File: config.mk
export PLATFORM = sky130hd
export DESIGN_NAME = imu_vertical_dead_reckoning_top_flat
export DESIGN_NICKNAME = d
export VERILOG_FILES = /design/src/rtl/core/ivdr_pkg.sv /design/src/rtl/core/ivdr_if.sv /design/src/rtl/core/imu_vertical_dead_reckoning_top.sv /design/src/flat_wrapper.sv
export VERILOG_INCLUDE_DIRS = /design/src /design/src/rtl/core
export SDC_FILE = /design/constraint.sdc
export NUM_CORES = 2
export LEC_CHECK = 0
export BUFFER_PORTS_ARGS = -buffer_cell sky130_fd_sc_hd__buf_2
export CAP_MARGIN = 40
export CORE_MARGIN = 4
export CORE_UTILIZATION = 40
export CTS_CLUSTER_DIAMETER = 60
export DETAILED_ROUTE_END_ITERATION = 8
export GPL_ROUTABILITY_DRIVEN = 0
export PLACE_DENSITY = 0.61
export RECOVER_POWER = 25
export SETUP_SLACK_MARGIN = 0.2
export SYNTH_ARGS = -nofsm -noshare
export SYNTH_HDL_FRONTEND = slang
export SYNTH_SLANG_ARGS = --single-unit
File: constraint.sdc
create_clock -name i_clk -period 23.3 [get_ports i_clk]
set_clock_uncertainty 0.05 [all_clocks]
set_input_delay 2.33 -clock i_clk [delete_from_list [all_inputs] [get_ports i_clk]]
set_output_delay 2.33 -clock i_clk [all_outputs]
set_load 0.01 [all_outputs]
File: src/rtl/core/assert_macros.svh
// ---------------------------------------------------------------------------
// Assertion macros shared by the RTL
// Clocked on i_clk, disabled while i_rst_n is low.
// ---------------------------------------------------------------------------
`ifndef ASSERT_MACROS_SVH
`define ASSERT_MACROS_SVH

// Check that a condition holds at every clock edge
`define ASSERT_ALWAYS(lbl, cond, msg) \
    lbl: assert property (@(posedge i_clk) disable iff (!i_rst_n) (cond)) \
        else $error(msg);

// Check that a trigger implies a consequence in the same cycle
`define ASSERT_IMPLY(lbl, trig, cons, msg) \
    lbl: assert property (@(posedge i_clk) disable iff (!i_rst_n) (trig) |-> (cons)) \
        else $error(msg);

// Check that a trigger implies a consequence in the next cycle
`define ASSERT_NEXT(lbl, trig, cons, msg) \
    lbl: assert property (@(posedge i_clk) disable iff (!i_rst_n) (trig) |=> (cons)) \
        else $error(msg);

`endif

File: src/rtl/core/ivdr_pkg.sv
// ---------------------------------------------------------------------------
// ivdr_pkg
// Widths, register indexes, reset values and saturation helper for the
// vertical dead reckoning block.
// ---------------------------------------------------------------------------
`timescale 1ns / 1ps
`default_nettype none

package ivdr_pkg;

    // Field and datapath widths
    localparam int unsigned DataW    = 32;
    localparam int unsigned SumW     = 48;
    localparam int unsigned CountW   = 16;
    localparam int unsigned WeightW  = 16;
    localparam int unsigned StepW    = 16;
    localparam int unsigned BandW    = 31;
    localparam int unsigned AccW     = 64;
    localparam int unsigned CfgIdxW  = 3;
    localparam int unsigned MulSteps = WeightW;
    localparam int unsigned DivSteps = SumW;
    localparam int unsigned StepCntW = $clog2(DivSteps);

    // Configuration register indexes
    localparam logic [CfgIdxW-1:0] REG_GRAVITY = 3'd0;
    localparam logic [CfgIdxW-1:0] REG_WEIGHT  = 3'd1;
    localparam logic [CfgIdxW-1:0] REG_STEP    = 3'd2;
    localparam logic [CfgIdxW-1:0] REG_BAND    = 3'd3;
    localparam logic [CfgIdxW-1:0] REG_BIAS_N  = 3'd4;

    // Register reset values
    localparam logic signed [DataW-1:0] GRAVITY_RST = -32'sd642689;
    localparam logic [WeightW-1:0]      WEIGHT_RST  = 16'd13107;
    localparam logic [StepW-1:0]        STEP_RST    = 16'd655;
    localparam logic [BandW-1:0]        BAND_RST    = 31'd66;
    localparam logic [CountW-1:0]       BIAS_N_RST  = 16'd100;

    // Clamp a wide signed value to the 32-bit signed range
    function automatic logic signed [DataW-1:0] sat32(input logic signed [AccW-1:0] x);
        logic signed [AccW-1:0] hi;
        logic signed [AccW-1:0] lo;
        hi = 64'sd2147483647;
        lo = -64'sd2147483648;
        if (x > hi) begin
            return 32'sh7FFF_FFFF;
        end else if (x < lo) begin
            return 32'sh8000_0000;
        end
        return x[DataW-1:0];
    endfunction

endpackage

`default_nettype wire

File: src/rtl/core/ivdr_if.sv
// ---------------------------------------------------------------------------
// ivdr channel interfaces
// Valid/ready channels for samples, results and register writes.
// ---------------------------------------------------------------------------
`timescale 1ns / 1ps
`default_nettype none

interface ivdr_sample_if;
    logic                                valid;
    logic                                ready;
    logic signed [ivdr_pkg::DataW-1:0]   accel_z;

    modport source (output valid, output accel_z, input ready);
    modport sink   (input valid, input accel_z, output ready);
endinterface

interface ivdr_result_if;
    logic                                valid;
    logic                                ready;
    logic signed [ivdr_pkg::DataW-1:0]   height;
    logic signed [ivdr_pkg::DataW-1:0]   velocity;
    logic                                calibrated;
    logic                                integrated;

    modport source (output valid, output height, output velocity, output calibrated,
                    output integrated, input ready);
    modport sink   (input valid, input height, input velocity, input calibrated,
                    input integrated, output ready);
endinterface

interface ivdr_cfg_if;
    logic                                valid;
    logic                                ready;
    logic [ivdr_pkg::CfgIdxW-1:0]        index;
    logic [ivdr_pkg::DataW-1:0]          data;

    modport source (output valid, output index, output data, input ready);
    modport sink   (input valid, input index, input data, output ready);
endinterface

`default_nettype wire

File: src/rtl/core/imu_vertical_dead_reckoning_top.sv
// ---------------------------------------------------------------------------
// imu_vertical_dead_reckoning_top
// Vertical dead reckoning: gravity and bias removal, low-pass, deadband and
// double integration of one accelerometer axis in Q16.16.
// ---------------------------------------------------------------------------
// One sample is worked on at a time and yields exactly one result item. The
// arithmetic runs on a shift-add multiplier that retires one multiplier bit
// per cycle and a restoring divider that retires one quotient bit per cycle.
// A new sample is accepted in the cycle after the previous result is
// registered, even while that result still waits in the output register.
// Register writes are taken in any cycle and belong between items.
`timescale 1ns / 1ps
`default_nettype none
`include "assert_macros.svh"

module imu_vertical_dead_reckoning_top (
    input  wire logic          i_clk,
    input  wire logic          i_rst_n,
    ivdr_sample_if.sink        i_sample,
    ivdr_result_if.source      o_result,
    ivdr_cfg_if.sink           i_cfg
);

    localparam int unsigned DataW    = ivdr_pkg::DataW;
    localparam int unsigned SumW     = ivdr_pkg::SumW;
    localparam int unsigned CountW   = ivdr_pkg::CountW;
    localparam int unsigned AccW     = ivdr_pkg::AccW;
    localparam int unsigned StepCntW = ivdr_pkg::StepCntW;
    localparam int unsigned DhW      = AccW - 17;

    localparam logic [StepCntW-1:0] MulLast = StepCntW'(ivdr_pkg::MulSteps - 1);
    localparam logic [StepCntW-1:0] DivLast = StepCntW'(ivdr_pkg::DivSteps - 1);

    typedef enum logic [3:0] {
        S_IDLE, S_SUB, S_PREP, S_DIV_LOAD, S_DIV, S_DIV_FIN, S_DIFF,
        S_MUL, S_POST, S_BAND, S_VEL, S_HGT, S_DONE
    } t_state;

    typedef enum logic [1:0] {
        OP_FILT, OP_DV, OP_VDT, OP_P2
    } t_op;

    // Configuration registers
    logic signed [DataW-1:0]             r_gravity;
    logic [ivdr_pkg::WeightW-1:0]        r_weight;
    logic [ivdr_pkg::StepW-1:0]          r_step;
    logic [ivdr_pkg::BandW-1:0]          r_band;
    logic [CountW-1:0]                   r_bias_n;

    // Filter and integrator state
    t_state                              r_state;
    t_op                                 r_op;
    logic [CountW-1:0]                   r_count;
    logic signed [SumW-1:0]              r_sum;
    logic signed [DataW-1:0]             r_bias;
    logic signed [DataW-1:0]             r_filt;
    logic signed [DataW-1:0]             r_vel;
    logic signed [DataW-1:0]             r_hgt;

    // Working registers
    logic signed [DataW-1:0]             r_x;
    logic signed [DataW-1:0]             r_a;
    logic signed [DataW-1:0]             r_c;
    logic signed [AccW-1:0]              r_mcand;
    logic [ivdr_pkg::WeightW-1:0]        r_mplier;
    logic signed [AccW-1:0]              r_acc;
    logic [StepCntW-1:0]                 r_bit;
    logic [SumW-1:0]                     r_dvd;
    logic [CountW-1:0]                   r_rem;
    logic [CountW-1:0]                   r_divisor;
    logic                                r_neg;
    logic signed [SumW-1:0]              r_prod;
    logic signed [AccW-1:0]              r_t1;
    logic signed [DataW:0]               r_dv;
    logic signed [DhW-1:0]               r_dh;
    logic                                r_cal;
    logic                                r_integ;

    // Output register
    logic                                r_out_valid;
    logic signed [DataW-1:0]             r_out_hgt;
    logic signed [DataW-1:0]             r_out_vel;
    logic                                r_out_cal;
    logic                                r_out_integ;

    // Combinational datapath
    logic                                in_take;
    logic                                out_take;
    logic signed [AccW-1:0]              diff_xg;
    logic signed [AccW-1:0]              diff_ab;
    logic signed [SumW-1:0]              n_sum;
    logic signed [DataW:0]               diff_cf;
    logic [CountW:0]                     div_trial;
    logic                                div_qbit;
    logic signed [DataW:0]               filt_ext;
    logic [DataW:0]                      filt_mag;
    logic signed [AccW-1:0]              dv_full;
    logic signed [AccW-1:0]              dh_full;
    logic signed [DataW-1:0]             n_vel;
    logic signed [DataW-1:0]             n_hgt;

    assign in_take  = i_sample.valid & i_sample.ready;
    assign out_take = r_out_valid & o_result.ready;

    assign i_sample.ready      = (r_state == S_IDLE);
    assign i_cfg.ready         = 1'b1;
    assign o_result.valid      = r_out_valid;
    assign o_result.height     = r_out_hgt;
    assign o_result.velocity   = r_out_vel;
    assign o_result.calibrated = r_out_cal;
    assign o_result.integrated = r_out_integ;

    // Arithmetic helpers for the sequencer
    always_comb begin
        diff_xg   = {{(AccW-DataW){r_x[DataW-1]}}, r_x}
                  - {{(AccW-DataW){r_gravity[DataW-1]}}, r_gravity};
        diff_ab   = {{(AccW-DataW){r_a[DataW-1]}}, r_a}
                  - {{(AccW-DataW){r_bias[DataW-1]}}, r_bias};
        n_sum     = r_sum + {{(SumW-DataW){r_a[DataW-1]}}, r_a};
        diff_cf   = {r_c[DataW-1], r_c} - {r_filt[DataW-1], r_filt};
        div_trial = {r_rem, r_dvd[SumW-1]};
        div_qbit  = (div_trial >= {1'b0, r_divisor});
        filt_ext  = {r_filt[DataW-1], r_filt};
        filt_mag  = filt_ext[DataW] ? (DataW+1)'(-filt_ext) : filt_ext;
        dv_full   = r_acc + 64'sd32768;
        dh_full   = r_t1 + (r_acc >>> 16);
        n_vel     = ivdr_pkg::sat32({{(AccW-DataW){r_vel[DataW-1]}}, r_vel}
                  + {{(AccW-DataW-1){r_dv[DataW]}}, r_dv});
        n_hgt     = ivdr_pkg::sat32({{(AccW-DataW){r_hgt[DataW-1]}}, r_hgt}
                  + {{(AccW-DhW){r_dh[DhW-1]}}, r_dh});
    end

    // Register writes
    always_ff @(posedge i_clk) begin
        if (!i_rst_n) begin
            r_gravity <= ivdr_pkg::GRAVITY_RST;
            r_weight  <= ivdr_pkg::WEIGHT_RST;
            r_step    <= ivdr_pkg::STEP_RST;
            r_band    <= ivdr_pkg::BAND_RST;
            r_bias_n  <= ivdr_pkg::BIAS_N_RST;
        end else if (i_cfg.valid) begin
            unique case (i_cfg.index)
                ivdr_pkg::REG_GRAVITY: r_gravity <= i_cfg.data;
                ivdr_pkg::REG_WEIGHT:  r_weight  <= i_cfg.data[ivdr_pkg::WeightW-1:0];
                ivdr_pkg::REG_STEP:    r_step    <= i_cfg.data[ivdr_pkg::StepW-1:0];
                ivdr_pkg::REG_BAND:    r_band    <= i_cfg.data[ivdr_pkg::BandW-1:0];
                ivdr_pkg::REG_BIAS_N:  r_bias_n  <= i_cfg.data[CountW-1:0];
                default: begin
                end
            endcase
        end
    end

    // Sequencer, datapath and output register
    always_ff @(posedge i_clk) begin
        if (!i_rst_n) begin
            r_state     <= S_IDLE;
            r_op        <= OP_FILT;
            r_count     <= '0;
            r_sum       <= '0;
            r_bias      <= '0;
            r_filt      <= '0;
            r_vel       <= '0;
            r_hgt       <= '0;
            r_bit       <= '0;
            r_out_valid <= 1'b0;
        end else begin
            // Drop the output item once taken, unless the done state refills it
            if (out_take && r_state != S_DONE) begin
                r_out_valid <= 1'b0;
            end

            unique case (r_state)
                S_IDLE: begin
                    if (in_take) begin
                        r_x     <= i_sample.accel_z;
                        r_state <= S_SUB;
                    end
                end

                // Remove gravity
                S_SUB: begin
                    r_a     <= ivdr_pkg::sat32(diff_xg);
                    r_state <= S_PREP;
                end

                // Either accumulate towards the bias or remove it
                S_PREP: begin
                    if (r_count < r_bias_n) begin
                        r_sum     <= n_sum;
                        r_divisor <= r_count + 1'b1;
                        r_count   <= r_count + 1'b1;
                        r_cal     <= 1'b0;
                        r_integ   <= 1'b0;
                        r_state   <= S_DIV_LOAD;
                    end else begin
                        r_c     <= ivdr_pkg::sat32(diff_ab);
                        r_cal   <= 1'b1;
                        r_integ <= 1'b0;
                        r_state <= S_DIFF;
                    end
                end

                // Divide the magnitude, restore the sign afterwards
                S_DIV_LOAD: begin
                    r_neg   <= r_sum[SumW-1];
                    r_dvd   <= r_sum[SumW-1] ? SumW'(-r_sum) : r_sum;
                    r_rem   <= '0;
                    r_bit   <= '0;
                    r_state <= S_DIV;
                end

                // One quotient bit per cycle
                S_DIV: begin
                    r_rem <= div_qbit ? CountW'(div_trial - {1'b0, r_divisor})
                                      : div_trial[CountW-1:0];
                    r_dvd <= {r_dvd[SumW-2:0], div_qbit};
                    r_bit <= r_bit + 1'b1;
                    if (r_bit == DivLast) begin
                        r_state <= S_DIV_FIN;
                    end
                end

                S_DIV_FIN: begin
                    r_bias  <= r_neg ? -r_dvd[DataW-1:0] : r_dvd[DataW-1:0];
                    r_state <= S_DONE;
                end

                // Low-pass as f + w*(c - f), rounding term folded into the seed
                S_DIFF: begin
                    r_mcand  <= {{(AccW-DataW-1){diff_cf[DataW]}}, diff_cf};
                    r_mplier <= r_weight;
                    r_acc    <= {{(AccW-DataW-16){r_filt[DataW-1]}}, r_filt, 16'h8000};
                    r_op     <= OP_FILT;
                    r_bit    <= '0;
                    r_state  <= S_MUL;
                end

                // One multiplier bit per cycle
                S_MUL: begin
                    if (r_mplier[0]) begin
                        r_acc <= r_acc + r_mcand;
                    end
                    r_mcand  <= r_mcand <<< 1;
                    r_mplier <= r_mplier >> 1;
                    r_bit    <= r_bit + 1'b1;
                    if (r_bit == MulLast) begin
                        r_state <= S_POST;
                    end
                end

                // Finish the product just formed; after v*dt, also start the next one
                S_POST: begin
                    r_bit <= '0;
                    case (r_op)
                        OP_FILT: begin
                            r_filt  <= r_acc[DataW+15:16];
                            r_state <= S_BAND;
                        end
                        OP_DV: begin
                            r_prod  <= r_acc[SumW-1:0];
                            r_dv    <= dv_full[DataW+16:16];
                            r_state <= S_VEL;
                        end
                        OP_VDT: begin
                            r_t1     <= (r_acc <<< 1) + 64'sd65536;
                            r_mcand  <= {{(AccW-SumW){r_prod[SumW-1]}}, r_prod};
                            r_mplier <= r_step;
                            r_acc    <= '0;
                            r_op     <= OP_P2;
                            r_state  <= S_MUL;
                        end
                        default: begin
                            r_dh    <= dh_full[AccW-1:17];
                            r_state <= S_HGT;
                        end
                    endcase
                end

                // Skip integration inside the deadband
                S_BAND: begin
                    if (filt_mag >= {2'b00, r_band}) begin
                        r_mcand  <= {{(AccW-DataW){r_filt[DataW-1]}}, r_filt};
                        r_mplier <= r_step;
                        r_acc    <= '0;
                        r_op     <= OP_DV;
                        r_bit    <= '0;
                        r_state  <= S_MUL;
                    end else begin
                        r_state <= S_DONE;
                    end
                end

                // Update velocity, then form v*dt
                S_VEL: begin
                    r_vel    <= n_vel;
                    r_mcand  <= {{(AccW-DataW){n_vel[DataW-1]}}, n_vel};
                    r_mplier <= r_step;
                    r_acc    <= '0;
                    r_op     <= OP_VDT;
                    r_bit    <= '0;
                    r_state  <= S_MUL;
                end

                S_HGT: begin
                    r_hgt   <= n_hgt;
                    r_integ <= 1'b1;
                    r_state <= S_DONE;
                end

                // Hand the result to the output register when it is free
                S_DONE: begin
                    if (!r_out_valid || o_result.ready) begin
                        r_out_valid <= 1'b1;
                        r_out_hgt   <= r_hgt;
                        r_out_vel   <= r_vel;
                        r_out_cal   <= r_cal;
                        r_out_integ <= r_integ;
                        r_state     <= S_IDLE;
                    end
                end

                default: begin
                    r_state <= S_IDLE;
                end
            endcase
        end
    end

    // Checks on the sequencer
    `ASSERT_IMPLY(a_div_nonzero, r_state == S_DIV, r_divisor != '0, "divisor is zero")
    `ASSERT_IMPLY(a_integ_cal, r_out_valid && r_out_integ, r_out_cal, "integrated without calibration")
    `ASSERT_IMPLY(a_out_from_done, $rose(r_out_valid), $past(r_state == S_DONE), "result outside done state")
    `ASSERT_NEXT(a_mul_ends, r_state == S_MUL && r_bit == MulLast, r_state == S_POST, "multiply overran")

endmodule

`default_nettype wire
File: src/flat_wrapper.sv
// flat-port wrapper written by rule: the top's interface ports become plain ports
module imu_vertical_dead_reckoning_top_flat 
  (i_clk, i_rst_n, i_sample_valid, i_sample_accel_z, i_sample_ready, o_result_valid, o_result_height, o_result_velocity, o_result_calibrated, o_result_integrated, o_result_ready, i_cfg_valid, i_cfg_index, i_cfg_data, i_cfg_ready);
  ivdr_sample_if i_sample_i ();
  ivdr_result_if o_result_i ();
  ivdr_cfg_if i_cfg_i ();
  input  wire logic i_clk;
  input  wire logic i_rst_n;
  input wire logic [$bits(i_sample_i.valid)-1:0] i_sample_valid;
  input wire logic [$bits(i_sample_i.accel_z)-1:0] i_sample_accel_z;
  output wire logic [$bits(i_sample_i.ready)-1:0] i_sample_ready;
  output wire logic [$bits(o_result_i.valid)-1:0] o_result_valid;
  output wire logic [$bits(o_result_i.height)-1:0] o_result_height;
  output wire logic [$bits(o_result_i.velocity)-1:0] o_result_velocity;
  output wire logic [$bits(o_result_i.calibrated)-1:0] o_result_calibrated;
  output wire logic [$bits(o_result_i.integrated)-1:0] o_result_integrated;
  input wire logic [$bits(o_result_i.ready)-1:0] o_result_ready;
  input wire logic [$bits(i_cfg_i.valid)-1:0] i_cfg_valid;
  input wire logic [$bits(i_cfg_i.index)-1:0] i_cfg_index;
  input wire logic [$bits(i_cfg_i.data)-1:0] i_cfg_data;
  output wire logic [$bits(i_cfg_i.ready)-1:0] i_cfg_ready;
  assign i_sample_i.valid = i_sample_valid;
  assign i_sample_i.accel_z = i_sample_accel_z;
  assign i_sample_ready = i_sample_i.ready;
  assign o_result_valid = o_result_i.valid;
  assign o_result_height = o_result_i.height;
  assign o_result_velocity = o_result_i.velocity;
  assign o_result_calibrated = o_result_i.calibrated;
  assign o_result_integrated = o_result_i.integrated;
  assign o_result_i.ready = o_result_ready;
  assign i_cfg_i.valid = i_cfg_valid;
  assign i_cfg_i.index = i_cfg_index;
  assign i_cfg_i.data = i_cfg_data;
  assign i_cfg_ready = i_cfg_i.ready;
  imu_vertical_dead_reckoning_top u_core (.i_clk(i_clk), .i_rst_n(i_rst_n), .i_sample(i_sample_i), .o_result(o_result_i), .i_cfg(i_cfg_i));
endmodule
==> results.ini <==
[clock_network]
clkSinkCount = 896
clkTransAtPathRegs_ns = 0.05
postCtsHoldBufs = 0
post-cts-setup-buffers = 0
htreeDepth = 3
root_buffer = clkbuf_16
cts_resized = 0
clock_latency_ns = 0.73
numCtsBuffers = 107
cts.path.max_buffers = 3
cts_tree = done

[timing]
period_minus_slack_ns = 9.48
setup_viol = 0
drv_slew = 498
slew_headroom = -1.45
setup_ws_ns = 13.82
worst_slew_pin_slew_ns = 3.67
fmax_ghz = 0.105
finalSetupTns_ns = 0
hold_viol_final = 0
rsz0062_at_grt = no
fin_crit_sh = 0.407

[synth]
synthAdderAreaFrac = 0.103
synthArstFlopShare = 0
synth_top_area_share = 0.326
muxShareOfSynthArea = 0.00414
synth_xor_area_frac = 0.0770
seq_area_frac_synth = 0.444
synth_top_family_by_area = compound AO/OA/AOI/OAI gates
syn_area_um2 = 53500
synth_compound_area_frac = 0.197
synth_top_flop_cell = edfxtp_1
synth_seq_cells = 896
synth_cell_types = 82
synthesis.instances = 5622
synth_nets = 6117
yosysTopAreaCell = edfxtp_1
yosys-top-cells-count = nand2_1, edfxtp_1, a21oi_1
synth_edf_count = 580
yosys_warnings = 0
synth_area_leaders = edfxtp_1, dfxtp_1, ha_1, nand2_1, a21oi_1
synthSimpleGateAreaFrac = 0.141
syn_area_per_cell_um2 = 9.51
yosysMostFrequentCell = nand2_1

[drt]
routedWlPerCell_um = 20.5
wl_um = 155000
drtIter0Drc = 4083
num_vias = 43400
dr.pass1.iters = 8
vias_per_cell = 5.73
antenna_left = 0
route.detailed.drc = 0

[setup_path]
start_kind = input port
critPathSlowestCell = clkinvlp_2
worst-path-max-fanout = 64
crit_type = input port to register
crit_arrival_ns = 9.77
cp_cell_sequence = clkbuf_1 > clkinvlp_2 > clkbuf_1 > nor3_2 > buf_4
cp_common_cell = clkbuf_1
crit_path_end_kind = register
worstPathRequired_ns = 23.59
slowest_delay_ns = 2.64

[global_routing]
use_met2 = 0.335
grtUsageMet3 = 0.0353
top_usage_layer = met2
grt_use_total = 0.216
met1_usage = 0.303
grt_max_degree = 79
grt.overflow.total = 0
grt_pass1_vias = 40700
grt_pass1_wl_um = 239000
antenna_found_initial = 5

[finish]
nFillCells = 12700
areaGrowthSynthToFinish_pct = 12.0
final_cell_area_um2 = 59900
layout-drive-gt1-share = 0.0704
fin_nets = 6225
antenna_cells = 0

[status]
status = finished with violations
violations = capacitance limit, slew limit

[floorplanning]
die_height_um = 374
ioPinCount = 141
start_util = 0.405
die_w_um = 374
core-area_um2 = 132000
std_cell_rows = 133
die_area_um2 = 140000

[placement]
portBuffers = 139
placed_area_um2 = 56400
dp_slack_ns = 17.00
post-dp-hpwl_um = 115000

[power_and_ir_drop]
vdd_drop_max_mv = 0.0682
pwr_density_cell_nw_per_um2 = 79.4
p_leak_nw = 23.2

[hold_path]
min_path_type = register to register

[run]
cap_violations = 10

[stage by stage]
stage | cells | hold slack, ns | total power [mW] | util
final | 7579 | 0.370 | 4.75 | 0.453
after global routing | 7579 | 0.383 | 4.99 | 0.453
after CTS | 7579 | 0.370 | 4.78 | 0.454
after detailed placement | 7376 | 0.357 | 3.06 | 0.427
after global placement | 7360 | 0.354 | 3.04 | 0.425
after floorplan | 5622 | 0.350 | 2.75 | -
[placed cells by master, fill, tap and decap left out, drive strengths merged, types with 57 or more instances in the layout]
cell type,synthesis,layout
nand2,742,742
edfxtp,580,580
a21oi,506,506
ha,415,415
o21ai,367,367
nor2,339,339
dfxtp,316,316
inv,268,279
xnor2,253,253
xor2,217,217
clkbuf,200,183
buf,13,179
a21o,159,159
nand3,118,118
a211oi,71,71
nor3,66,66
nand4,61,61
and3,61,61
o211ai,60,60
nand2b,59,59
o21a,57,57
[sequential cells by signal (all words and copies together), names as in the netlist, 33 cells and up]
| name | flops |
|---|---|
| u_core.r_dv | 33 |
| u_core.r_sum | 48 |
| u_core.r_t1 | 63 |
| u_core.r_dvd | 48 |
| u_core.r_mcand | 64 |
| u_core.r_acc | 64 |
| u_core.r_prod | 48 |
| u_core.r_dh | 47 |
[kinds of logic (layout without fill, tap and decap cells)]
group,Yosys count,after routing
AND/OR/NAND/NOR,1658,1658
AO/OA/AOI/OAI,1655,1655
flip-flops,896,896
buffers and inverters,482,684
XOR/XNOR,470,470
adder cells (fa/ha/maj),438,438
multiplexers,22,22
other,1,1
[power breakdown]
group | leakage (nW) | internal [mW] | switching, mW
clock network | 1.78 | 1.01 | 0.701
logic | 13.6 | 0.430 | 0.672
registers | 7.84 | 1.83 | 0.115
total | 23.2 | 3.27 | 1.49
[area by class of cell]
cell class	count	area [µm²]	area share
inverter	269	1010	0.0169
sequential	896	23700	0.396
timing repair buffer	212	1280	0.0214
clock buffer	151	3040	0.0508
clock inverter	52	603	0.0101
tap	1755	2200	0.0367
multi-input combinational	4244	28000	0.468
[critical path: cells and delay by family]
family,cells,cell delay [ns]
buffers and inverters,4,6.89
and+or+nand+nor,1,0.42
[path summary, 6_finish.rpt]
| check | startpoint | end | slack (ns) | cells past startpoint |
|---|---|---|---|---|
| max reg2reg | u_core.r_filt[7] | u_core.r_acc[56] | 16.96 | 21 |
| min reg2reg | u_core.r_cal | u_core.o_result.calibrated | 0.37 | 0 |
| max | i_rst_n | u_core.r_dvd[14] | 13.82 | 5 |
| min | u_core.r_cal | u_core.o_result.calibrated | 0.37 | 0 |
[per-layer routing]
layer  vias up  part of all wire
li1      20800                 -
met1     20700              0.45
met2      1539              0.44
met3       289             0.072
met4         2             0.037
met5         -          0.000084
(Power assumes the default switching activity.)
